<file path="src/rtl/hrp_pkg.sv">
// ============================================================================
// HTTP request head parser package
// Shared types, codes and fixed strings for the request head parser.
// ============================================================================
package hrp_pkg;

   localparam int unsigned TOKEN_LEN_W     = 14;
   localparam int unsigned TOTAL_W         = 17;
   localparam int unsigned MAX_METHOD_LEN  = 8;
   localparam int unsigned MAX_VERSION_LEN = 8;
   localparam int unsigned SHORT_DEPTH     = 8;
   localparam int unsigned METHOD_COUNT    = 9;

   localparam logic [1:0] CMD_DATA     = 2'd0;
   localparam logic [1:0] CMD_CLOSE    = 2'd1;
   localparam logic [1:0] CMD_START    = 2'd2;
   localparam logic [1:0] CMD_RESERVED = 2'd3;

   localparam logic [2:0] ST_PROGRESS = 3'd0;
   localparam logic [2:0] ST_COMPLETE = 3'd1;
   localparam logic [2:0] ST_BAD      = 3'd2;
   localparam logic [2:0] ST_CLOSED   = 3'd3;
   localparam logic [2:0] ST_IGNORED  = 3'd4;

   localparam logic [2:0] KIND_NONE    = 3'd0;
   localparam logic [2:0] KIND_METHOD  = 3'd1;
   localparam logic [2:0] KIND_URI     = 3'd2;
   localparam logic [2:0] KIND_VERSION = 3'd3;
   localparam logic [2:0] KIND_KEY     = 3'd4;
   localparam logic [2:0] KIND_VALUE   = 3'd5;

   localparam logic [1:0] CSR_URI_MAX   = 2'd0;
   localparam logic [1:0] CSR_KEY_MAX   = 2'd1;
   localparam logic [1:0] CSR_VALUE_MAX = 2'd2;
   localparam logic [1:0] CSR_TOTAL_MAX = 2'd3;

   localparam logic [7:0] CHAR_SP    = 8'h20;
   localparam logic [7:0] CHAR_CR    = 8'h0D;
   localparam logic [7:0] CHAR_LF    = 8'h0A;
   localparam logic [7:0] CHAR_COLON = 8'h3A;
   localparam logic [7:0] CHAR_DASH  = 8'h2D;

   localparam logic [7:0] METHOD_CHARS [0:8][0:7] = '{
      '{"C", "O", "N", "N", "E", "C", "T", 8'h00},
      '{"D", "E", "L", "E", "T", "E", 8'h00, 8'h00},
      '{"G", "E", "T", 8'h00, 8'h00, 8'h00, 8'h00, 8'h00},
      '{"H", "E", "A", "D", 8'h00, 8'h00, 8'h00, 8'h00},
      '{"O", "P", "T", "I", "O", "N", "S", 8'h00},
      '{"P", "A", "T", "C", "H", 8'h00, 8'h00, 8'h00},
      '{"P", "O", "S", "T", 8'h00, 8'h00, 8'h00, 8'h00},
      '{"P", "U", "T", 8'h00, 8'h00, 8'h00, 8'h00, 8'h00},
      '{"T", "R", "A", "C", "E", 8'h00, 8'h00, 8'h00}
   };
   localparam logic [3:0] METHOD_LEN [0:8] = '{
      4'd7, 4'd6, 4'd3, 4'd4, 4'd7, 4'd5, 4'd4, 4'd3, 4'd5
   };
   localparam logic [7:0] VERSION_CHARS [0:7] = '{"H", "T", "T", "P", "/", "1", ".", "1"};
   localparam logic [3:0] VERSION_CHAR_COUNT = 4'd8;

   typedef enum logic [13:0] {
      PH_METHOD    = 14'h0001,
      PH_URI       = 14'h0002,
      PH_VERSION   = 14'h0004,
      PH_RL_LF     = 14'h0008,
      PH_H_START   = 14'h0010,
      PH_H_KEY     = 14'h0020,
      PH_H_SPLIT1  = 14'h0040,
      PH_H_SPLIT2  = 14'h0080,
      PH_H_VALUE   = 14'h0100,
      PH_H_LF      = 14'h0200,
      PH_BLANK_LF  = 14'h0400,
      PH_DONE      = 14'h0800,
      PH_BAD       = 14'h1000,
      PH_CLOSED    = 14'h2000
   } phase_type;

   typedef struct packed {
      logic [2:0] status;
      logic [2:0] token_kind;
      logic [7:0] token_byte;
      logic       token_end;
      logic [3:0] method_code;
   } result_type;

   typedef struct packed {
      logic       en;
      logic [2:0] index;
      logic [7:0] data;
   } store_write_type;

   typedef struct packed {
      logic [METHOD_COUNT-1:0] method_hit;
      logic                    version_hit;
   } match_type;

   typedef struct packed {
      logic [13:0] uri_max;
      logic [7:0]  key_max;
      logic [13:0] value_max;
      logic [15:0] total_max;
   } limits_type;

endpackage

</file>
<file path="src/rtl/hrp_char_store.sv">
// ============================================================================
// Short token store
// Holds the first bytes of the method or version and compares them against
// the fixed method names and the protocol version.
// ============================================================================
module hrp_char_store (
   input  logic                     clock,
   input  hrp_pkg::store_write_type wr,
   output hrp_pkg::match_type       match
);

   logic [7:0] chars_ff [hrp_pkg::SHORT_DEPTH];

   always_ff @(posedge clock) begin
      if (wr.en) begin
         chars_ff[wr.index] <= wr.data;
      end
   end

   always_comb begin
      match = '0;
      for (int m = 0; m < hrp_pkg::METHOD_COUNT; m++) begin
         match.method_hit[m] = 1'b1;
         for (int j = 0; j < hrp_pkg::SHORT_DEPTH; j++) begin
            if (4'(j) < hrp_pkg::METHOD_LEN[m] &&
                chars_ff[j] != hrp_pkg::METHOD_CHARS[m][j]) begin
               match.method_hit[m] = 1'b0;
            end
         end
      end
      match.version_hit = 1'b1;
      for (int j = 0; j < hrp_pkg::SHORT_DEPTH; j++) begin
         if (chars_ff[j] != hrp_pkg::VERSION_CHARS[j]) begin
            match.version_hit = 1'b0;
         end
      end
   end

endmodule

</file>
<file path="src/rtl/hrp_parse_core.sv">
// ============================================================================
// Request head parse core
// Per-item phase machine, token length and header total tracking, and the
// result for each item.
// ============================================================================
module hrp_parse_core (
   input  logic                     clock,
   input  logic                     reset,
   input  logic                     take,
   input  logic [1:0]               command,
   input  logic [7:0]               data_byte,
   input  hrp_pkg::limits_type      limits,
   input  hrp_pkg::match_type       match,
   output hrp_pkg::store_write_type wr,
   output hrp_pkg::result_type      result
);

   hrp_pkg::phase_type                  phase_ff, phase_in;
   logic [hrp_pkg::TOKEN_LEN_W-1:0]     tlen_ff, tlen_in;
   logic [hrp_pkg::TOTAL_W-1:0]         total_ff, total_in;
   logic [hrp_pkg::TOTAL_W-1:0]         total_sum;
   logic                                bad;
   logic                                finished;
   logic                                method_ok;
   logic [3:0]                          method_code;
   logic                                version_ok;
   logic                                is_upper, is_lower, is_print, is_key;
   logic                                short_room;

   assign is_upper   = data_byte >= 8'h41 && data_byte <= 8'h5A;
   assign is_lower   = data_byte >= 8'h61 && data_byte <= 8'h7A;
   assign is_print   = data_byte >= 8'h20 && data_byte <= 8'h7E;
   assign is_key     = is_upper || is_lower || data_byte == hrp_pkg::CHAR_DASH;
   assign short_room = tlen_ff < hrp_pkg::TOKEN_LEN_W'(hrp_pkg::SHORT_DEPTH);
   assign finished   = phase_ff == hrp_pkg::PH_DONE || phase_ff == hrp_pkg::PH_BAD ||
                       phase_ff == hrp_pkg::PH_CLOSED;
   assign total_sum  = total_ff + {{(hrp_pkg::TOTAL_W-hrp_pkg::TOKEN_LEN_W){1'b0}}, tlen_ff};
   assign version_ok = match.version_hit &&
                       tlen_ff == hrp_pkg::TOKEN_LEN_W'(hrp_pkg::VERSION_CHAR_COUNT);

   always_comb begin
      method_ok   = 1'b0;
      method_code = 4'd0;
      for (int m = hrp_pkg::METHOD_COUNT - 1; m >= 0; m--) begin
         if (match.method_hit[m] &&
             tlen_ff == hrp_pkg::TOKEN_LEN_W'(hrp_pkg::METHOD_LEN[m])) begin
            method_ok   = 1'b1;
            method_code = 4'(m);
         end
      end
   end

   always_comb begin
      phase_in   = phase_ff;
      tlen_in    = tlen_ff;
      total_in   = total_ff;
      bad        = 1'b0;
      wr.en      = 1'b0;
      wr.index   = tlen_ff[2:0];
      wr.data    = data_byte;
      result     = '{hrp_pkg::ST_PROGRESS, hrp_pkg::KIND_NONE, 8'h00, 1'b0, 4'd0};
      if (command == hrp_pkg::CMD_START) begin
         phase_in = hrp_pkg::PH_METHOD;
         tlen_in  = '0;
         total_in = '0;
      end else if (command == hrp_pkg::CMD_RESERVED || finished) begin
         result.status = hrp_pkg::ST_IGNORED;
      end else if (command == hrp_pkg::CMD_CLOSE) begin
         phase_in      = hrp_pkg::PH_CLOSED;
         result.status = hrp_pkg::ST_CLOSED;
      end else begin
         case (phase_ff)
            hrp_pkg::PH_METHOD: begin
               if (is_upper) begin
                  if (tlen_ff >= hrp_pkg::TOKEN_LEN_W'(hrp_pkg::MAX_METHOD_LEN)) begin
                     bad = 1'b1;
                  end else begin
                     wr.en   = short_room;
                     tlen_in = tlen_ff + 1'b1;
                     result  = '{hrp_pkg::ST_PROGRESS, hrp_pkg::KIND_METHOD, data_byte,
                                 1'b0, 4'd0};
                  end
               end else if (data_byte == hrp_pkg::CHAR_SP && method_ok) begin
                  phase_in = hrp_pkg::PH_URI;
                  tlen_in  = '0;
                  result   = '{hrp_pkg::ST_PROGRESS, hrp_pkg::KIND_METHOD, data_byte,
                               1'b1, method_code};
               end else begin
                  bad = 1'b1;
               end
            end
            hrp_pkg::PH_URI: begin
               if (is_print && data_byte != hrp_pkg::CHAR_SP) begin
                  if (tlen_ff >= limits.uri_max) begin
                     bad = 1'b1;
                  end else begin
                     tlen_in = tlen_ff + 1'b1;
                     result  = '{hrp_pkg::ST_PROGRESS, hrp_pkg::KIND_URI, data_byte,
                                 1'b0, 4'd0};
                  end
               end else if (data_byte == hrp_pkg::CHAR_SP && tlen_ff != '0) begin
                  phase_in = hrp_pkg::PH_VERSION;
                  tlen_in  = '0;
                  result   = '{hrp_pkg::ST_PROGRESS, hrp_pkg::KIND_URI, data_byte,
                               1'b1, 4'd0};
               end else begin
                  bad = 1'b1;
               end
            end
            hrp_pkg::PH_VERSION: begin
               if (is_print && data_byte != hrp_pkg::CHAR_SP) begin
                  if (tlen_ff >= hrp_pkg::TOKEN_LEN_W'(hrp_pkg::MAX_VERSION_LEN)) begin
                     bad = 1'b1;
                  end else begin
                     wr.en   = short_room;
                     tlen_in = tlen_ff + 1'b1;
                     result  = '{hrp_pkg::ST_PROGRESS, hrp_pkg::KIND_VERSION, data_byte,
                                 1'b0, 4'd0};
                  end
               end else if (data_byte == hrp_pkg::CHAR_CR && version_ok) begin
                  phase_in = hrp_pkg::PH_RL_LF;
                  tlen_in  = '0;
                  result   = '{hrp_pkg::ST_PROGRESS, hrp_pkg::KIND_VERSION, data_byte,
                               1'b1, 4'd0};
               end else begin
                  bad = 1'b1;
               end
            end
            hrp_pkg::PH_RL_LF: begin
               if (data_byte == hrp_pkg::CHAR_LF) begin
                  phase_in = hrp_pkg::PH_H_START;
               end else begin
                  bad = 1'b1;
               end
            end
            hrp_pkg::PH_H_START: begin
               if (is_key) begin
                  phase_in = hrp_pkg::PH_H_KEY;
                  tlen_in  = hrp_pkg::TOKEN_LEN_W'(1);
                  result   = '{hrp_pkg::ST_PROGRESS, hrp_pkg::KIND_KEY, data_byte,
                               1'b0, 4'd0};
               end else if (data_byte == hrp_pkg::CHAR_CR) begin
                  phase_in = hrp_pkg::PH_BLANK_LF;
               end else begin
                  bad = 1'b1;
               end
            end
            hrp_pkg::PH_H_KEY: begin
               if (is_key) begin
                  if (tlen_ff >= {6'd0, limits.key_max}) begin
                     bad = 1'b1;
                  end else begin
                     tlen_in = tlen_ff + 1'b1;
                     result  = '{hrp_pkg::ST_PROGRESS, hrp_pkg::KIND_KEY, data_byte,
                                 1'b0, 4'd0};
                  end
               end else if (data_byte == hrp_pkg::CHAR_COLON) begin
                  total_in = total_sum;
                  tlen_in  = '0;
                  phase_in = hrp_pkg::PH_H_SPLIT1;
                  result   = '{hrp_pkg::ST_PROGRESS, hrp_pkg::KIND_KEY, data_byte,
                               1'b1, 4'd0};
               end else begin
                  bad = 1'b1;
               end
            end
            hrp_pkg::PH_H_SPLIT1, hrp_pkg::PH_H_SPLIT2: begin
               if (data_byte == hrp_pkg::CHAR_SP && phase_ff == hrp_pkg::PH_H_SPLIT1) begin
                  phase_in = hrp_pkg::PH_H_SPLIT2;
               end else if (is_print && data_byte != hrp_pkg::CHAR_SP) begin
                  phase_in = hrp_pkg::PH_H_VALUE;
                  tlen_in  = hrp_pkg::TOKEN_LEN_W'(1);
                  result   = '{hrp_pkg::ST_PROGRESS, hrp_pkg::KIND_VALUE, data_byte,
                               1'b0, 4'd0};
               end else begin
                  bad = 1'b1;
               end
            end
            hrp_pkg::PH_H_VALUE: begin
               if (is_print) begin
                  if (tlen_ff >= limits.value_max) begin
                     bad = 1'b1;
                  end else begin
                     tlen_in = tlen_ff + 1'b1;
                     result  = '{hrp_pkg::ST_PROGRESS, hrp_pkg::KIND_VALUE, data_byte,
                                 1'b0, 4'd0};
                  end
               end else if (data_byte == hrp_pkg::CHAR_CR) begin
                  phase_in = hrp_pkg::PH_H_LF;
                  result   = '{hrp_pkg::ST_PROGRESS, hrp_pkg::KIND_VALUE, data_byte,
                               1'b1, 4'd0};
               end else begin
                  bad = 1'b1;
               end
            end
            hrp_pkg::PH_H_LF: begin
               if (data_byte != hrp_pkg::CHAR_LF) begin
                  bad = 1'b1;
               end else begin
                  total_in = total_sum;
                  tlen_in  = '0;
                  if (total_sum > {1'b0, limits.total_max}) begin
                     bad = 1'b1;
                  end else begin
                     phase_in = hrp_pkg::PH_H_START;
                  end
               end
            end
            hrp_pkg::PH_BLANK_LF: begin
               if (data_byte == hrp_pkg::CHAR_LF) begin
                  phase_in      = hrp_pkg::PH_DONE;
                  result.status = hrp_pkg::ST_COMPLETE;
               end else begin
                  bad = 1'b1;
               end
            end
            default: begin
               bad = 1'b1;
            end
         endcase
         if (bad) begin
            phase_in = hrp_pkg::PH_BAD;
            wr.en    = 1'b0;
            result   = '{hrp_pkg::ST_BAD, hrp_pkg::KIND_NONE, 8'h00, 1'b0, 4'd0};
         end
      end
      wr.en = wr.en && take;
   end

   always_ff @(posedge clock) begin
      if (reset) begin
         phase_ff <= hrp_pkg::PH_METHOD;
         tlen_ff  <= '0;
         total_ff <= '0;
      end else if (take) begin
         phase_ff <= phase_in;
         tlen_ff  <= tlen_in;
         total_ff <= total_in;
      end
   end

endmodule

</file>
<file path="src/rtl/http_request_head_parser_unit.sv">
// Output: a result is registered and appears on rsp in the cycle after its item is accepted on req.
// Throughput: one item per cycle while rsp_tready is high; the phase update and the
// fixed-string compares against the short token store set this.
// Reset (synchronous, active high): phase returns to the method, lengths and the
// header total clear, limit registers return to their defaults, rsp goes empty.
// ============================================================================
// HTTP request head parser, top level
// Configuration registers, parse core, short token store and result register.
// ============================================================================
module http_request_head_parser_unit (
   input  logic        clock,
   input  logic        reset,
   input  logic        req_tvalid,
   output logic        req_tready,
   input  logic [7:0]  req_tdata,   // [7:0] data_byte
   input  logic [1:0]  req_tuser,   // [1:0] command
   output logic        rsp_tvalid,
   input  logic        rsp_tready,
   output logic [15:0] rsp_tdata,   // [2:0] status, [10:3] token_byte, [14:11] method_code
   output logic [2:0]  rsp_tuser,   // [2:0] token_kind
   output logic        rsp_tlast,   // token_end
   input  logic        csr_valid,
   output logic        csr_ready,
   input  logic [1:0]  csr_index,
   input  logic [15:0] csr_data
);

   hrp_pkg::limits_type      limits_ff, limits_in;
   hrp_pkg::match_type       match;
   hrp_pkg::store_write_type wr;
   hrp_pkg::result_type      result;
   hrp_pkg::result_type      rsp_ff;
   logic                     rsp_valid_ff, rsp_valid_in;
   logic                     take;

   assign csr_ready  = 1'b1;
   assign req_tready = !rsp_valid_ff || rsp_tready;
   assign take       = req_tvalid && req_tready;

   always_comb begin
      limits_in = limits_ff;
      if (csr_valid) begin
         case (csr_index)
            hrp_pkg::CSR_URI_MAX:   limits_in.uri_max   = csr_data[13:0];
            hrp_pkg::CSR_KEY_MAX:   limits_in.key_max   = csr_data[7:0];
            hrp_pkg::CSR_VALUE_MAX: limits_in.value_max = csr_data[13:0];
            hrp_pkg::CSR_TOTAL_MAX: limits_in.total_max = csr_data;
            default:                limits_in = limits_ff;
         endcase
      end
   end

   always_ff @(posedge clock) begin
      if (reset) begin
         limits_ff <= '{14'd2048, 8'd64, 14'd1024, 16'd8192};
      end else begin
         limits_ff <= limits_in;
      end
   end

   hrp_char_store u_store (
      .clock (clock),
      .wr    (wr),
      .match (match)
   );

   hrp_parse_core u_core (
      .clock     (clock),
      .reset     (reset),
      .take      (take),
      .command   (req_tuser),
      .data_byte (req_tdata),
      .limits    (limits_ff),
      .match     (match),
      .wr        (wr),
      .result    (result)
   );

   assign rsp_valid_in = take || (rsp_valid_ff && !rsp_tready);

   always_ff @(posedge clock) begin
      if (reset) begin
         rsp_valid_ff <= 1'b0;
      end else begin
         rsp_valid_ff <= rsp_valid_in;
      end
   end

   always_ff @(posedge clock) begin
      if (take) begin
         rsp_ff <= result;
      end
   end

   assign rsp_tvalid = rsp_valid_ff;
   assign rsp_tdata  = {1'b0, rsp_ff.method_code, rsp_ff.token_byte, rsp_ff.status};
   assign rsp_tuser  = rsp_ff.token_kind;
   assign rsp_tlast  = rsp_ff.token_end;

   a_result_follows: assert property (@(posedge clock) disable iff (reset)
      take |=> rsp_valid_ff)
      else $error("accepted item produced no result");

   a_start_clean: assert property (@(posedge clock) disable iff (reset)
      take && req_tuser == hrp_pkg::CMD_START |=>
         rsp_ff.status == hrp_pkg::ST_PROGRESS && rsp_ff.token_kind == hrp_pkg::KIND_NONE)
      else $error("start command gave wrong result");

   a_reserved_ignored: assert property (@(posedge clock) disable iff (reset)
      take && req_tuser == hrp_pkg::CMD_RESERVED |=> rsp_ff.status == hrp_pkg::ST_IGNORED)
      else $error("reserved command not ignored");

   a_code_at_method_end: assert property (@(posedge clock) disable iff (reset)
      rsp_valid_ff && rsp_ff.method_code != 4'd0 |->
         rsp_ff.token_end && rsp_ff.token_kind == hrp_pkg::KIND_METHOD)
      else $error("method code outside method end");

endmodule
</file>
<file path="config.mk">
export PLATFORM = sky130hd
export DESIGN_NAME = http_request_head_parser_unit
export DESIGN_NICKNAME = d
export VERILOG_FILES = /design/src/rtl/hrp_pkg.sv /design/src/rtl/hrp_char_store.sv /design/src/rtl/hrp_parse_core.sv /design/src/rtl/http_request_head_parser_unit.sv
export SDC_FILE = /design/constraint.sdc
export NUM_CORES = 1
export LEC_CHECK = 0
export BUFFER_PORTS_ARGS = -buffer_cell sky130_fd_sc_hd__buf_2
export CORE_MARGIN = 8
export CORE_UTILIZATION = 25
export DETAILED_ROUTE_END_ITERATION = 12
export GPL_TIMING_DRIVEN = 0
export SETUP_SLACK_MARGIN = 0.15
export SKIP_CTS_REPAIR_TIMING = 1
export SYNTH_ARGS = -nofsm -noshare
export SYNTH_HDL_FRONTEND = slang
export SYNTH_HIERARCHICAL = 1
export SYNTH_SLANG_ARGS = --single-unit
</file>
<file path="constraint.sdc">
create_clock -name clock -period 9.5 [get_ports clock]
set_input_delay 1.9 -clock clock [delete_from_list [all_inputs] [get_ports clock]]
set_output_delay 1.9 -clock clock [all_outputs]
set_load 0.02 [all_outputs]
</file>
==> results of run 1 <==
[through the flow]
step                      hold WS, ns  setup slack (ns)  utilization [%]  power (mW)
final                          0.4790             2.793            28.76       1.719
after global routing           0.4984             2.336            28.76       1.789
after CTS                      0.4792             2.862            28.76       1.740
after detailed placement       0.4617             2.867            27.42       1.009
after global placement         0.4610             2.950            27.42       1.007
after floorplan                0.4487             4.283                -      0.9546
[path summary, 6_finish.rpt]
| check | end | slack [ns] | depth (start not counted) |
|---|---|---|---|
| worst max-delay path | u_store/chars_ff[2][7]$_DFFE_PP_ | 2.79 | 21 |
| worst min-delay path | limits_ff[27]$_SDFFE_PP0P_ | 0.48 | 2 |
| worst max register to register | u_store/chars_ff[2][7]$_DFFE_PP_ | 2.79 | 21 |
| worst min register to register | limits_ff[27]$_SDFFE_PP0P_ | 0.48 | 2 |
[cell usage after synthesis (9+ instances only)]
library cell | instances | area share (%)
buf_2 | 9 | 0.40
nor3b_1 | 16 | 1.1
nor2b_1 | 10 | 0.55
edfxtp_1 | 83 | 22
and3_1 | 16 | 0.88
o31ai_1 | 10 | 0.66
buf_4 | 21 | 1.4
a211oi_1 | 11 | 0.72
nand2b_1 | 76 | 4.2
a21o_1 | 12 | 0.79
dfxtp_1 | 98 | 17
nor3_1 | 15 | 0.66
nor4_1 | 24 | 1.3
nand3_1 | 27 | 1.2
nand4_1 | 28 | 1.5
nor4b_1 | 11 | 0.85
mux2i_1 | 64 | 5.6
xnor2_1 | 14 | 1.1
nor2_1 | 88 | 2.9
nand2_1 | 89 | 2.9
ha_1 | 73 | 8.0
a21oi_1 | 59 | 2.6
o21ai_0 | 32 | 1.4
and2_1 | 11 | 0.60
inv_1 | 67 | 2.2
clkbuf_1 | 24 | 0.79
o21bai_1 | 9 | 0.59
[power groups by stage]
stage	Combinational, mW	Sequential (mW)	Clock (mW)
after floorplan	0.0991	0.856	0
after global placement	0.156	0.852	0
after detailed placement	0.157	0.852	0
after CTS	0.158	0.834	0.748
after global routing	0.171	0.835	0.782
final	0.157	0.834	0.728
[area by class of cell]
class	instances	share of cell area, %
Inverter	68	1.964
Sequential cell	181	34.27
Clock buffer	17	3.273
Tap cell	600	5.776
Multi-Input combinational cell	889	48.73
Buffer	59	2.753
Clock inverter	15	1.377
Timing Repair Buffer	48	1.848
[routing by layer]
metal / GRT usage [%] / vias up / routed length [µm]
li1: - / 4569 / -
met1: 17.53 / 4619 / 16240
met2: 19.00 / 326 / 14350
met3: 2.892 / 35 / 2175
met4: 3.547 / 0 / 561
met5: 0 / - / 0
[worst reg2reg max path: cells and delay by family, from the launching register on]
kind / cells / cell delay, ns
compound gates: 11 / 2.68
xor+xnor: 1 / 0.19
fa+ha+maj: 2 / 0.66
buf+inv: 1 / 0.19
flops: 1 / 0.75
simple gates: 6 / 1.85
[registers in the layout (all words and copies together), names as in the netlist]
register,cells
rsp_tvalid,1
rsp_tdata,15
limits_ff,52
rsp_tuser,3
u_core/phase_ff,14
u_core/tlen_ff,14
rsp_tlast,1
u_store/chars_ff,64
u_core/total_ff,17
[logic make-up (layout without fill, tap and decap cells)]
| group | count (synthesis) | in the layout | share of synthesized area (%) |
|---|---|---|---|
| and+or+nand+nor | 504 | 504 | 26.15 |
| AOI/OAI and AO/OA | 225 | 225 | 14.01 |
| DFF | 181 | 181 | 39.07 |
| buffers and inverters | 127 | 207 | 5.377 |
| adders and majority gates | 74 | 74 | 8.187 |
| muxes | 65 | 65 | 5.718 |
| xor gates and xnor gates | 18 | 18 | 1.383 |
| other | 3 | 3 | 0.09876 |
==> metrics.yaml, run 1 <==
layout-drive-gt1-share_pct: 12.84
insertion_delay_ns: 0.46
cts_num_sinks: 181
cts_tree: "yes"
ys_seq_area_share_pct: 39.07
wl_um: 33330
numPortBuffers: 48
ioPinCount: 56
gp_congestion: 0.9282
grt_antenna_before_repair: 0
final_max_slew_viol_count: 0
pwr-share-clk_pct: 42.3
netlist_instances: 1197
clockRootBuffer: "clkbuf_16"
crit_chain: "ha_1 -> a21o_1 -> a21oi_1 -> nor2b_1 -> o21a_1 -> o211ai_1 -> nand2_1 -> a21oi_1 -> xnor2_1 -> ha_1 -> a21oi_1 -> a21boi_0 -> a2111o_1 -> o311ai_1 -> o311ai_2 -> nor4b_2 -> and3_1 -> buf_4 -> o2111a_1 -> nand2_1 -> nor3_1"
start_util_pct: 25.23
rows: 78
grt_pass1_vias: 9334
cts_buffers: 17
wl_per_cell_um: 17.75
crit_path_start_kind: "flop"
synth_edf_count: 83
final_common_cell: "dfxtp_1"
multi_input_area_um2: 6334
area_growth_pct: 13.99
ys_ff_latch: 181
hp-start: "limits_ff[27]$_SDFFE_PP0P_"
drt_first_pass_iters: 5
rsz0062_at_grt: "no"
finalSetupViolCount: 0
pwr-share-seq_pct: 48.5
fillers: 4762
n_antenna_cell: 0
arrival_ns: 6.77
switching_share_pct: 26.58
hold_violations: 0
cpLargestDelayFamily: "compound AO/OA/AOI/OAI gates"
dieArea_um2: 52690
clk_pin_slew_ns: 0.07
seqCellArea_um2: 4454
intPower_mw: 1.262
maxCapViolations: 0
dpl_cell_area_um2: 12390
die_h_um: 229.6
ir_drop_mv: 0.09455
post-route-period-util_pct: 70.60
design_area_um2: 13000
path_class: "reg2reg"
crit_path_start: "u_core/tlen_ff[1]$_SDFFE_PP0P_"
dp_hpwl_um: 25700
grt_max_degree: 22
htreeDepth: 4
synthesis.nets: 1304
cp_slowest_cell: "nor3_1"
yosys_warnings: 6
vias_per_cell: 5.087
overflow: 0
crit_path_end_kind: "flop"
slowest_delay_ns: 1.00
die_w_um: 229.6
grt_usage_pct: 12.53
async_reset_ff_share_pct: 0
num_vias: 9549
drcViolationCount: 0
syn-cell-area_um2: 11400
comb_power_share_pct: 9.1
dp.cells: 1845
slew-limit-headroom_pct: 12.65
clock.fmax_mhz: 149.1
clockBufferDepth: 2
ys.flop_type: "dfxtp_1"
powerDensity_nw_per_um2: 132.2
worstPathRequired_ns: 9.57
layout_common_cells: "dfxtp_1, nand2_1, nor2_1"
crit_top_cell: "a21oi_1"
reg2reg_from: "u_core/tlen_ff[1]$_SDFFE_PP0P_"
syn_area_per_cell_um2: 9.525
layout_min_cycle_time_ns: 6.707
worstMarginPinSlew_ns: 1.300
crit_buf_inv: 1
yosysUniqueCellTypes: 105
power_switching_mw: 0.4568
ant_nets: 0
grt_pass1_wl_um: 52770
core_um2: 45190
outcome: "finished clean"
hold_class: "reg2reg"
worst-path-max-fanout: 11
stdcell_count: 1877
first_iter_violations: 768
finalSetupTns_ns: 0
finalNetCount: 1371
leakagePower_nw: 4.937
skew_ns: 0.01492
Power figures use the tool's default switching activity.
==> run 2: changes to the inputs <==
Settings changed: ABC_AREA set to 1.
Clock period 9.5 ns to 6.81 ns, I/O delays scaled along.
==> run 2 against run 1 <==
Effect of this change: largest power group unchanged; global-route usage up 0.14 points; register-to-register slack worse by 1.3 ns; largest cell class unchanged; highest routed layer is now met5; first-iteration DRC count up 12%; sequential share of layout area down 2.5 points.
==> metrics.yaml, run 2 <==
outcome: "finished clean"
syn-cell-area_um2: 12290
clockRootBuffer: "clkbuf_16"
clk_pin_slew_ns: 0.08
skew_ns: 0.01852
insertion_delay_ns: 0.46
hold_violations: 0
finalSetupViolCount: 0
reg_top3: "u_store/chars_ff x64, limits_ff x52, u_core/total_ff x17"
layout_common_cells: "nand2_1, nor2_1, inv_1"
drt_first_pass_iters: 5
yosysUniqueCellTypes: 51
htreeDepth: 4
area_growth_pct: 14.01
pwr-share-clk_pct: 37.0
dp_hpwl_um: 27970
synthAdderAreaFrac_pct: 7.594
wl_per_cell_um: 14.25
grt_antenna_before_repair: 2
cts_buffers: 17
die_w_um: 237.7
ys.flop_type: "dfxtp_1"
worstPathRequired_ns: 6.89
design_area_um2: 14010
slew-limit-headroom_pct: 46.89
synthMostInstantiatedCell: "nand2_1"
clockBufferDepth: 2
grt_pass1_vias: 10810
cts_num_sinks: 181
maxCapViolations: 0
yosysTopAreaCell: "edfxtp_1"
hold_slack_ns: 0.4721
layout-drive-gt1-share_pct: 11.62
regMostFlops: "u_store/chars_ff"
synth_xor_area_share_pct: 1.496
ys_ff_latch: 181
intPower_mw: 1.874
hold_class: "reg2reg"
ioPinCount: 56
crit_path_start_kind: "flop"
path_class: "reg2reg"
synth_compound_area_share_pct: 7.554
switching_share_pct: 33.05
rows: 81
rsz0062_at_grt: "no"
largest_register_ffs: 64
start_util_pct: 25.21
worst-path-max-fanout: 8
numPortBuffers: 52
crit_path_end_kind: "flop"
powerDensity_nw_per_um2: 199.8
synth_top_family_by_area: "simple AND/OR/NAND/NOR gates"
yosys_warnings: 6
arrival_ns: 5.43
synthTopCellsByArea: "edfxtp_1, dfxtp_1, nand2_1"
synth_edf_count: 83
die_h_um: 237.7
dieArea_um2: 56510
ir_drop_mv: 0.1719
synth_simple_gate_area_share_pct: 36.17
async_reset_ff_share_pct: 0
finalSetupTns_ns: 0
first_iter_violations: 862
final_common_cell: "nand2_1"
num_vias: 11360
comb_power_share_pct: 19.8
dpl_cell_area_um2: 13400
final_max_slew_viol_count: 0
drcViolationCount: 0
synth_commonest_cells: "nand2_1, nor2_1, inv_1"
synthesis.nets: 1873
grt_usage_pct: 12.67
cts_tree: "yes"
syn_area_per_cell_um2: 6.960
yosys.area.top_type_share_pct: 20.28
core_um2: 48750
pwr-share-seq_pct: 43.2
gp_congestion: 0.9134
power_switching_mw: 0.9253
vias_per_cell: 4.515
grt_max_degree: 20
layout_min_cycle_time_ns: 5.356
clock.fmax_mhz: 186.7
finalNetCount: 1945
grt_pass1_wl_um: 57210
worstMarginPinSlew_ns: 0.7937
leakagePower_nw: 6.351
wl_um: 35850
ys_seq_area_share_pct: 36.24
synthMuxAreaShare_pct: 0
post-route-period-util_pct: 78.65
ant_nets: 0
netlist_instances: 1766
overflow: 0
run 2: path summary, 6_finish.rpt:
path,startpoint,end,slack (ns),depth (start not counted)
setup / recovery,u_core/tlen_ff[0]$_SDFFE_PP0P_,u_store/chars_ff[5][3]$_DFFE_PP_,1.45,25
hold / removal,u_core/total_ff[3]$_SDFFE_PP0P_,u_core/total_ff[3]$_SDFFE_PP0P_,0.47,2
setup reg to reg,u_core/tlen_ff[0]$_SDFFE_PP0P_,u_store/chars_ff[5][3]$_DFFE_PP_,1.45,25
hold reg to reg,u_core/total_ff[3]$_SDFFE_PP0P_,u_core/total_ff[3]$_SDFFE_PP0P_,0.47,2
run 2: per-stage QoR:
stage	setup slack, ns	util, %	total power, mW	cells
detailed placement	1.492	27.49	1.785	2483
global placement	1.380	27.45	1.773	2482
finish	1.454	28.74	2.800	2516
floorplan	2.682	-	1.615	1766
global route	1.065	28.74	2.944	2515
CTS	1.465	28.74	2.823	2515
run 2: cell type report:
class | instances | area, µm²
inverters | 279 | 1055
clock buffers | 17 | 425.4
plain buffers | 49 | 279.0
flip-flops and latches | 181 | 4454
repair buffers | 53 | 275.3
diodes | 1 | 2.502
clock inverters | 15 | 183.9
multi-input cells | 1257 | 6506
well taps | 664 | 830.8
fillers | 5225 | 34740
run 2: critical path, stage by stage, from the launching register on:
cell and delay [ns]:
dfxtp_1 0.43, ha_1 0.29, fa_1 0.40, nand3_1 0.10
nand2_1 0.09, a21oi_1 0.22, o21ai_1 0.16, nand3_1 0.10
nand3_1 0.10, a21oi_1 0.24, xnor2_1 0.22, ha_1 0.30
a21oi_1 0.14, o21a_1 0.14, nand2_1 0.05, nand2_1 0.05
nand2_1 0.04, nand2_1 0.05, nand2_1 0.05, nand2_1 0.19
a21oi_1 0.20, nor2_8 0.19, nand2_1 0.19, nor2_1 0.22
nand2_1 0.16, nor2_1 0.65
run 2: kinds of logic after synthesis:
| group | after synthesis |
|---|---|
| AOI/OAI and AO/OA | 172 |
| buffers and inverters | 328 |
| and+or+nand+nor | 987 |
| DFF | 181 |
| adders and majority gates | 74 |
| xor gates and xnor gates | 21 |
| other | 3 |
run 2: power groups by stage:
stage / logic [mW] / clock network (mW) / registers (mW)
after floorplan: 0.388 / 0 / 1.23
after global placement: 0.539 / 0 / 1.23
final: 0.555 / 1.04 / 1.21
after detailed placement: 0.550 / 0 / 1.23
after global routing: 0.626 / 1.10 / 1.21
after CTS: 0.553 / 1.06 / 1.21
run 2: per-layer routing:
layer  GRT usage (%)  part of all wire (%)  vias up
met5               0                 0.033        -
met4           3.183                   1.4        2
met3           2.339                   5.5       31
met2           21.07                    46      289
met1           16.76                    47     5252
li1                -                     -     5786
